<file path="config.mk">
export PLATFORM = sky130hd
export DESIGN_NAME = chained_hash_set
export DESIGN_NICKNAME = d
export VERILOG_FILES = /design/src/sv/chs_pkg.sv /design/src/sv/chained_hash_set.sv /design/src/sv/chs_mod.sv
export SDC_FILE = /design/constraint.sdc
export NUM_CORES = 2
export LEC_CHECK = 0
export BUFFER_PORTS_ARGS = -buffer_cell sky130_fd_sc_hd__buf_2
export CORE_MARGIN = 5
export CORE_UTILIZATION = 25
export CTS_BUF_LIST = sky130_fd_sc_hd__clkbuf_8
export DETAILED_ROUTE_END_ITERATION = 6
export GPL_ROUTABILITY_DRIVEN = 0
export HOLD_SLACK_MARGIN = 0.05
export RECOVER_POWER = 25
export SKIP_LAST_GASP = 1
export SYNTH_ARGS = -nofsm -noshare
export SYNTH_HDL_FRONTEND = slang
export SYNTH_SLANG_ARGS = --single-unit
</file>
<file path="constraint.sdc">
create_clock -name aclk -period 8.3 [get_ports aclk]
set_input_delay 0.415 -clock aclk [delete_from_list [all_inputs] [get_ports aclk]]
set_output_delay 0.415 -clock aclk [all_outputs]
set_load 0.02 [all_outputs]
</file>
<file path="src/sv/chs_pkg.sv">
`timescale 1ns / 1ps

package chs_pkg;

    typedef enum logic {
        MODE_INSERT = 1'b0,
        MODE_LOOKUP = 1'b1
    } mode_t;

    typedef enum logic {
        ST_OK   = 1'b0,
        ST_FULL = 1'b1
    } status_t;

    typedef enum logic [2:0] {
        S_CLEAR,
        S_IDLE,
        S_MOD,
        S_CHK,
        S_NODE,
        S_RESP
    } state_t;

endpackage

</file>
<file path="src/sv/chained_hash_set.sv">
`timescale 1ns / 1ps

// Hash set with separate chaining over a fixed node pool.
// Input item: s_tuser = mode (0 insert, 1 look up), s_tdata = key.
// Result item: m_tdata[0] = found, m_tuser = status (1: insert refused, pool full).
// One result per input item, in order. Inserts do not check for duplicates;
// a lookup walks the key's bucket chain one node per cycle through the node
// memory's single read port.
// After acceptance: S_MOD (key remainder), S_CHK (bucket head read; an insert writes
// its node), S_NODE once per node for a lookup with a non-empty chain, then S_RESP.
// If BUCKETS is no power of two, S_MOD waits longer for a reciprocal multiply.
// s_tready is high only while the sequencer is idle, so one item is in work
// at a time and the next may be accepted in the cycle the result appears.
// The result sits in an output register; a stalled receiver holds it and
// the next item's result waits in the sequencer until the register frees.
// After reset the bucket heads are cleared one per cycle, with s_tready low
// until all are clear. The pool then starts empty.
module chained_hash_set #(
    parameter int BUCKETS    = 16,
    parameter int POOL_NODES = 64,
    parameter int KEY_BITS   = 16
) (
    input  logic                                 aclk,
    input  logic                                 aresetn,
    input  logic                                 s_tvalid,
    output logic                                 s_tready,
    input  logic [((KEY_BITS + 7) / 8) * 8-1:0]  s_tdata,  // key
    input  logic                                 s_tuser,  // mode
    output logic                                 m_tvalid,
    input  logic                                 m_tready,
    output logic [7:0]                           m_tdata,  // found
    output logic                                 m_tuser   // status
);

    import chs_pkg::*;

    localparam int BKT_W   = $clog2(BUCKETS);
    localparam int NODE_W  = $clog2(POOL_NODES);
    localparam int REF_W   = $clog2(POOL_NODES + 1);
    localparam int NODE_DW = KEY_BITS + REF_W;

    state_t              state_reg, state_next;
    logic [BKT_W-1:0]    clr_cnt_reg, clr_cnt_next;
    logic [REF_W-1:0]    nodes_used_reg, nodes_used_next;
    mode_t               mode_reg;
    logic [KEY_BITS-1:0] key_reg;
    logic                res_found_reg, res_found_next;
    status_t             res_status_reg, res_status_next;
    logic                m_tvalid_reg, m_tvalid_next;
    logic                out_found_reg;
    status_t             out_status_reg;
    logic                out_load;

    logic                accept;
    logic                mod_done;
    logic [BKT_W-1:0]    bucket;

    logic [REF_W-1:0]    head_mem [BUCKETS];
    logic [REF_W-1:0]    head_rd_reg;
    logic                head_we;
    logic [BKT_W-1:0]    head_waddr;
    logic [REF_W-1:0]    head_wdata;

    logic [NODE_DW-1:0]  node_mem [POOL_NODES];
    logic [NODE_DW-1:0]  node_rd_reg;
    logic                node_we;
    logic [REF_W-1:0]    ref_sel;
    logic [REF_W-1:0]    ref_dec;
    logic [NODE_W-1:0]   node_raddr;
    logic [KEY_BITS-1:0] node_key;
    logic [REF_W-1:0]    node_link;
    logic                pool_full;

    assign accept    = s_tvalid && s_tready;
    assign s_tready  = (state_reg == S_IDLE);
    assign m_tvalid  = m_tvalid_reg;
    assign m_tdata   = {7'b0, out_found_reg};
    assign m_tuser   = out_status_reg;

    assign node_key  = node_rd_reg[NODE_DW-1 -: KEY_BITS];
    assign node_link = node_rd_reg[REF_W-1:0];
    assign pool_full = (nodes_used_reg == REF_W'(POOL_NODES));

    // node refs are index + 1; zero ends a chain
    assign ref_sel    = (state_reg == S_CHK) ? head_rd_reg : node_link;
    assign ref_dec    = ref_sel - REF_W'(1);
    assign node_raddr = ref_dec[NODE_W-1:0];

    chs_mod #(
        .KEY_BITS (KEY_BITS),
        .BUCKETS  (BUCKETS)
    ) u_mod (
        .aclk    (aclk),
        .aresetn (aresetn),
        .start   (accept),
        .key_in  (s_tdata[KEY_BITS-1:0]),
        .done    (mod_done),
        .rem     (bucket)
    );

    always_ff @(posedge aclk) begin
        if (head_we) begin
            head_mem[head_waddr] <= head_wdata;
        end
        head_rd_reg <= head_mem[bucket];
    end

    always_ff @(posedge aclk) begin
        if (node_we) begin
            node_mem[nodes_used_reg[NODE_W-1:0]] <= {key_reg, head_rd_reg};
        end
        node_rd_reg <= node_mem[node_raddr];
    end

    always_comb begin
        state_next      = state_reg;
        clr_cnt_next    = clr_cnt_reg;
        nodes_used_next = nodes_used_reg;
        res_found_next  = res_found_reg;
        res_status_next = res_status_reg;
        head_we         = 1'b0;
        head_waddr      = bucket;
        head_wdata      = nodes_used_reg + REF_W'(1);
        node_we         = 1'b0;
        out_load        = 1'b0;

        unique case (state_reg)
            S_CLEAR: begin
                head_we    = 1'b1;
                head_waddr = clr_cnt_reg;
                head_wdata = '0;
                clr_cnt_next = clr_cnt_reg + BKT_W'(1);
                if (clr_cnt_reg == BKT_W'(BUCKETS - 1)) begin
                    state_next = S_IDLE;
                end
            end
            S_IDLE: begin
                if (accept) begin
                    state_next = S_MOD;
                end
            end
            S_MOD: begin
                if (mod_done) begin
                    state_next = S_CHK;
                end
            end
            S_CHK: begin
                res_found_next  = 1'b0;
                res_status_next = ST_OK;
                if (mode_reg == MODE_INSERT) begin
                    state_next = S_RESP;
                    if (pool_full) begin
                        res_status_next = ST_FULL;
                    end else begin
                        node_we         = 1'b1;
                        head_we         = 1'b1;
                        nodes_used_next = nodes_used_reg + REF_W'(1);
                    end
                end else if (head_rd_reg == '0) begin
                    state_next = S_RESP;
                end else begin
                    state_next = S_NODE;
                end
            end
            S_NODE: begin
                if (node_key == key_reg) begin
                    res_found_next = 1'b1;
                    state_next     = S_RESP;
                end else if (node_link == '0) begin
                    state_next = S_RESP;
                end
            end
            S_RESP: begin
                if (!m_tvalid_reg || m_tready) begin
                    out_load   = 1'b1;
                    state_next = S_IDLE;
                end
            end
            default: begin
                state_next = S_IDLE;
            end
        endcase

        if (out_load) begin
            m_tvalid_next = 1'b1;
        end else if (m_tready) begin
            m_tvalid_next = 1'b0;
        end else begin
            m_tvalid_next = m_tvalid_reg;
        end
    end

    always_ff @(posedge aclk) begin
        if (!aresetn) begin
            state_reg      <= S_CLEAR;
            clr_cnt_reg    <= '0;
            nodes_used_reg <= '0;
            m_tvalid_reg   <= 1'b0;
        end else begin
            state_reg      <= state_next;
            clr_cnt_reg    <= clr_cnt_next;
            nodes_used_reg <= nodes_used_next;
            m_tvalid_reg   <= m_tvalid_next;
        end
    end

    always_ff @(posedge aclk) begin
        if (accept) begin
            mode_reg <= mode_t'(s_tuser);
            key_reg  <= s_tdata[KEY_BITS-1:0];
        end
        res_found_reg  <= res_found_next;
        res_status_reg <= res_status_next;
        if (out_load) begin
            out_found_reg  <= res_found_reg;
            out_status_reg <= res_status_reg;
        end
    end

    a_pool_bound: assert property (@(posedge aclk) disable iff (!aresetn)
        nodes_used_reg <= REF_W'(POOL_NODES))
        else $error("node count beyond pool size");

    a_one_in_flight: assert property (@(posedge aclk) disable iff (!aresetn)
        accept |=> !s_tready)
        else $error("second item accepted while one is in work");

    a_refuse_only_full: assert property (@(posedge aclk) disable iff (!aresetn)
        out_load && (res_status_reg == ST_FULL) |-> pool_full && !res_found_reg)
        else $error("insert refused with free nodes left");

    a_no_accept_in_clear: assert property (@(posedge aclk) disable iff (!aresetn)
        (state_reg == S_CLEAR) |-> !s_tready && !m_tvalid_reg)
        else $error("activity during bucket clearing");

endmodule

</file>
<file path="src/sv/chs_mod.sv">
`timescale 1ns / 1ps

// Key modulo BUCKETS: a mask for a power of two, otherwise a reciprocal
// multiply for the quotient and a multiply-back and subtract on the registered product.
module chs_mod #(
    parameter int KEY_BITS = 16,
    parameter int BUCKETS  = 16
) (
    input  logic                       aclk,
    input  logic                       aresetn,
    input  logic                       start,
    input  logic [KEY_BITS-1:0]        key_in,
    output logic                       done,
    output logic [$clog2(BUCKETS)-1:0] rem
);

    localparam int  BKT_W   = $clog2(BUCKETS);
    localparam bit  IS_POW2 = (BUCKETS & (BUCKETS - 1)) == 0;
    localparam int  EXT_W   = (KEY_BITS > BKT_W) ? KEY_BITS : BKT_W;

    logic             done_reg;
    logic [BKT_W-1:0] rem_reg;
    logic [EXT_W-1:0] key_ext;

    assign done    = done_reg;
    assign rem     = rem_reg;
    assign key_ext = EXT_W'(key_in);

    generate
        if (IS_POW2) begin : g_mask
            always_ff @(posedge aclk) begin
                if (!aresetn) begin
                    done_reg <= 1'b0;
                end else begin
                    done_reg <= start;
                end
            end

            always_ff @(posedge aclk) begin
                if (start) begin
                    rem_reg <= key_ext[BKT_W-1:0];
                end
            end
        end else begin : g_rcp
            // rounded-up reciprocal: the quotient is exact for every key value while SH stays below 64
            localparam int SH     = EXT_W + BKT_W;
            localparam int RCP_W  = EXT_W + 1;
            localparam int PROD_W = EXT_W + RCP_W;
            localparam int QUO_W  = PROD_W - SH;
            localparam logic [RCP_W-1:0] RCP =
                RCP_W'(((64'd1 << SH) / 64'(BUCKETS)) + 64'd1);

            logic                busy_reg;
            logic [EXT_W-1:0]    key_reg;
            logic [PROD_W-1:0]   prod_reg;
            logic [QUO_W-1:0]    quot;
            logic [EXT_W-1:0]    back;
            logic [EXT_W-1:0]    diff;

            assign quot = prod_reg[PROD_W-1:SH];
            assign back = EXT_W'(quot) * EXT_W'(BUCKETS);
            assign diff = key_reg - back;

            always_ff @(posedge aclk) begin
                if (!aresetn) begin
                    busy_reg <= 1'b0;
                    done_reg <= 1'b0;
                end else begin
                    busy_reg <= start;
                    done_reg <= busy_reg;
                end
            end

            always_ff @(posedge aclk) begin
                if (start) begin
                    key_reg  <= key_ext;
                    prod_reg <= PROD_W'(key_ext) * PROD_W'(RCP);
                end
                if (busy_reg) begin
                    rem_reg <= diff[BKT_W-1:0];
                end
            end
        end
    endgenerate

endmodule

</file>
==> summary.txt <==
Synthesis
  – Post-Synthesis Cells: 3508
  – Synthesized cell area: 64100 sq um
  – Async SR Flop Fraction: 0%
  – Ys flop type: edfxtp_1
  – Yosys top cell area share: 75.2%
  – Warnings, synthesis: 0
  – Synthesized area per cell: 18.3 sq um
  – Post-synthesis sequential area ratio: 76.7%
  – Top post-synthesis cells by area: edfxtp_1, mux4_2, mux2i_1, nand2_1, dfxtp_1
  – Synthesis-stage register bit count: 1651
  – Number of synthesized flops with an enable pin: 1605
  – Synth area leader: edfxtp_1
  – Yosys cell types: 82

Power and ir drop
  – Internal Dissipation: 15.2 mW
  – Leakage: 23.4 nW
  – Clock power frac: 26.5%
  – Logic pwr share: 35.3%
  – Sw Pwr: 8.87 mW
  – Worst VDD drop: 0.000601 V
  – Power Density: 327 nW/um^2
  – Total Power: 24.1 mW
  – Part of the power in registers: 38.2%
  – Net Sw Frac: 36.9%

Run status
  – Outcome: finished with violations
  – Violated checks: max-capacitance violations, max-slew violations

Final layout
  – NumNets Final: 3790
  – Max reg flops: 1472
  – Post-route cell area: 73600 sq um
  – P&R area growth vs syn: 14.9%
  – Layout cells sized above 1: 19.5%

Job
  – Max-capacitance violation count: 17

Placement
  – Port bufs: 24
  – DP HPWL: 105 mm
  – DP Area: 68800 sq um

Global route
  – Remaining global-route overflow: 0
  – GR Util met1: 17.8%
  – Total GRT Usage: 13.3%
  – Met2 Track Usage GR: 20.7%
  – M3 GR Usage: 2.99%
  – Global-route wire length before repair: 258 mm
  – Largest net degree at the start of global routing: 128
  – Busiest layer in global routing: met2
  – Vias in the first global route: 35.0k
  – Initial antenna violation count: 9

STA
  – Final Hold Viols: 0
  – Hold WS: 0.180 ns
  – Max Slew Vio Count: 939
  – Worst Tran Pin Value: 3.92 ns
  – Final min period: 7.10 ns
  – Fmax: 141 MHz
  – Setup TNS: 0 ns
  – Worst clock skew: 0.0690 ns
  – Max_slew headroom: -161%
  – RSZ-0062 raised after global routing: false
  – Final setup vio count: 0
  – Part of the cycle the worst path needs: 85.6%

Critical path
  – Family with the most delay on the worst path: simple AND/OR/NAND/NOR gates
  – Endpoint type of the worst setup path: flop
  – CP cell instances: clkbuf_1 > or3_1 > o31ai_1 > and3_1 > nor2_2 > or3_1 > o21ai_0 > or4_1
  – WP data arrival: 7.92 ns
  – Critical path class: flop to flop
  – Cell mode on critical path: or3_1
  – CP peak stage delay: 2.67 ns
  – Worst Path Required: 9.12 ns
  – CP max FO: 62
  – CP Buf/Inv Count: 1
  – Critical path's slowest cell: clkbuf_1
  – Crit path launch type: flop

Floorplan
  – Die area: 267000 sq um
  – Row count: 185
  – # IOs: 32
  – Die height: 516 microns
  – Core Box Area: 255000 sq um
  – Width of the die: 516 microns
  – Initial Util: 25.2%

Drt
  – Total number of vias: 35.8k
  – First DRT Iteration DRCs: 4534
  – Detailed Routing Iterations Pass 1: 5
  – Drt via density: 4.91
  – Routed WL: 183 mm
  – Wire length per cell: 25.1 microns
  – Post-DRT Antenna Nets: 0
  – DRC Markers: 0

Hold path
  – Worst Hold Class: primary input to flop

Clock network
  – Skew-Pair Late Insertion Delay: 0.98 ns
  – CTS max path bufs: 4
  – Clock transition at path regs: 0.06 ns
  – H-tree depth: 5
  – CTS tree: built
  – Cts bufs inserted: 282
  – Clock sink count: 1651
  – CTS Root Cell: clkbuf_8
cell usage after synthesis (all sizes together) (9+ instances only):
cell type     n
mux2i       226
or4          27
clkbuf      106
o22ai        90
nor3         42
xnor2        13
inv          12
a311oi       11
o211ai       50
mux4        199
a22oi        47
dfxtp        46
and3         17
and2         22
buf         116
a31oi        14
o221ai       42
a32oi        28
a31o         14
a21oi        32
o21ai        45
o2111ai      30
a221oi       10
a211oi       25
nand2       272
edfxtp     1605
nor2        145
xor2         18
nand4         9
or3          14
nand3        77
worst register-to-register path, cell delays in order (launching register included):
cell and delay [ns]:
dfxtp_1 0.48, clkbuf_1 2.67, or3_1 0.52, o31ai_1 0.14
and3_1 0.42, nor2_2 0.59, or3_1 0.91, o21ai_0 0.65
or4_1 0.57
power groups by stage:
| stage | sequential [mW] | clock, mW | combinational, mW |
|---|---|---|---|
| after floorplan | 9.33 | 0 | 5.12 |
| after global placement | 9.35 | 0 | 8.42 |
| after detailed placement | 9.34 | 0 | 8.40 |
| after CTS | 9.17 | 6.50 | 8.42 |
| after global routing | 9.18 | 6.90 | 8.75 |
| final | 9.18 | 6.38 | 8.50 |
per-stage QoR:
stage          std cells  setup slack, ns  util (%)
6_report            7307             1.20      28.9
2_1_floorplan       3514             3.30         -
4_1_cts             7302             2.17      28.9
3_5_place_dp        6826             2.18      27.0
5_1_grt             7304             1.07      28.9
3_3_place_gp        6826             2.30      27.0
timing repair:
action                                 CTS  global route
resized for setup                        0             0
hold buffers                            21             0
endpoints found under the hold margin   33             0
buffers inserted                         0             0
metal layers:
| layer | wire length [microns] | vias up |
|---|---|---|
| li1 | - | 14800 |
| met1 | 73900 | 18600 |
| met2 | 84300 | 2069 |
| met3 | 17200 | 411 |
| met4 | 7780 | 0 |
| met5 | 0 | - |
cell families (layout without fill, tap and decap cells):
logic type	count (synthesis)	after routing	share of synthesized area, %
flops	1651	1651	76.7
simple gates	668	668	4.83
compound gates	487	487	5.62
mux	431	431	10.6
buf+inv	235	657	1.75
xor+xnor	31	31	0.424
fa+ha+maj	4	4	0.0781
other cells	1	12	0.00585
cell usage in the layout (no fill, tap or decap), types with 43 or more instances in the layout:
| cell type | netlist | final |
|---|---|---|
| a22oi_1 | 47 | 47 |
| buf_4 | 30 | 116 |
| clkbuf_8 | 0 | 292 |
| clkinv_1 | 1 | 48 |
| dfxtp_1 | 46 | 45 |
| edfxtp_1 | 1605 | 1605 |
| inv_1 | 10 | 107 |
| mux2i_1 | 226 | 225 |
| mux4_2 | 199 | 199 |
| nand2_1 | 272 | 271 |
| nand3_1 | 77 | 77 |
| nor2_1 | 144 | 80 |
| nor2_2 | 1 | 63 |
| o211ai_1 | 43 | 43 |
| o22ai_1 | 90 | 90 |
cell type report:
class	count	area, sq um
sequential	1651	49100
clock buffer	292	4020
fill	25000	181000
inverter	13	63.8
timing repair buffer	189	1400
clock inverter	163	697
tap	3366	4210
multi-input combinational	1628	14100
antenna	5	12.5
worst paths after layout:
check,end,startpoint,cells after the start,slack (ns)
max,node_rd_reg[15],head_rd_reg[2],8,1.20
min,mode_reg,s_tuser,2,0.18
max reg2reg,node_rd_reg[15],head_rd_reg[2],8,1.20
min reg2reg,nodes_used_reg[1],nodes_used_reg[1],2,0.56
(Power assumes the default switching activity.)
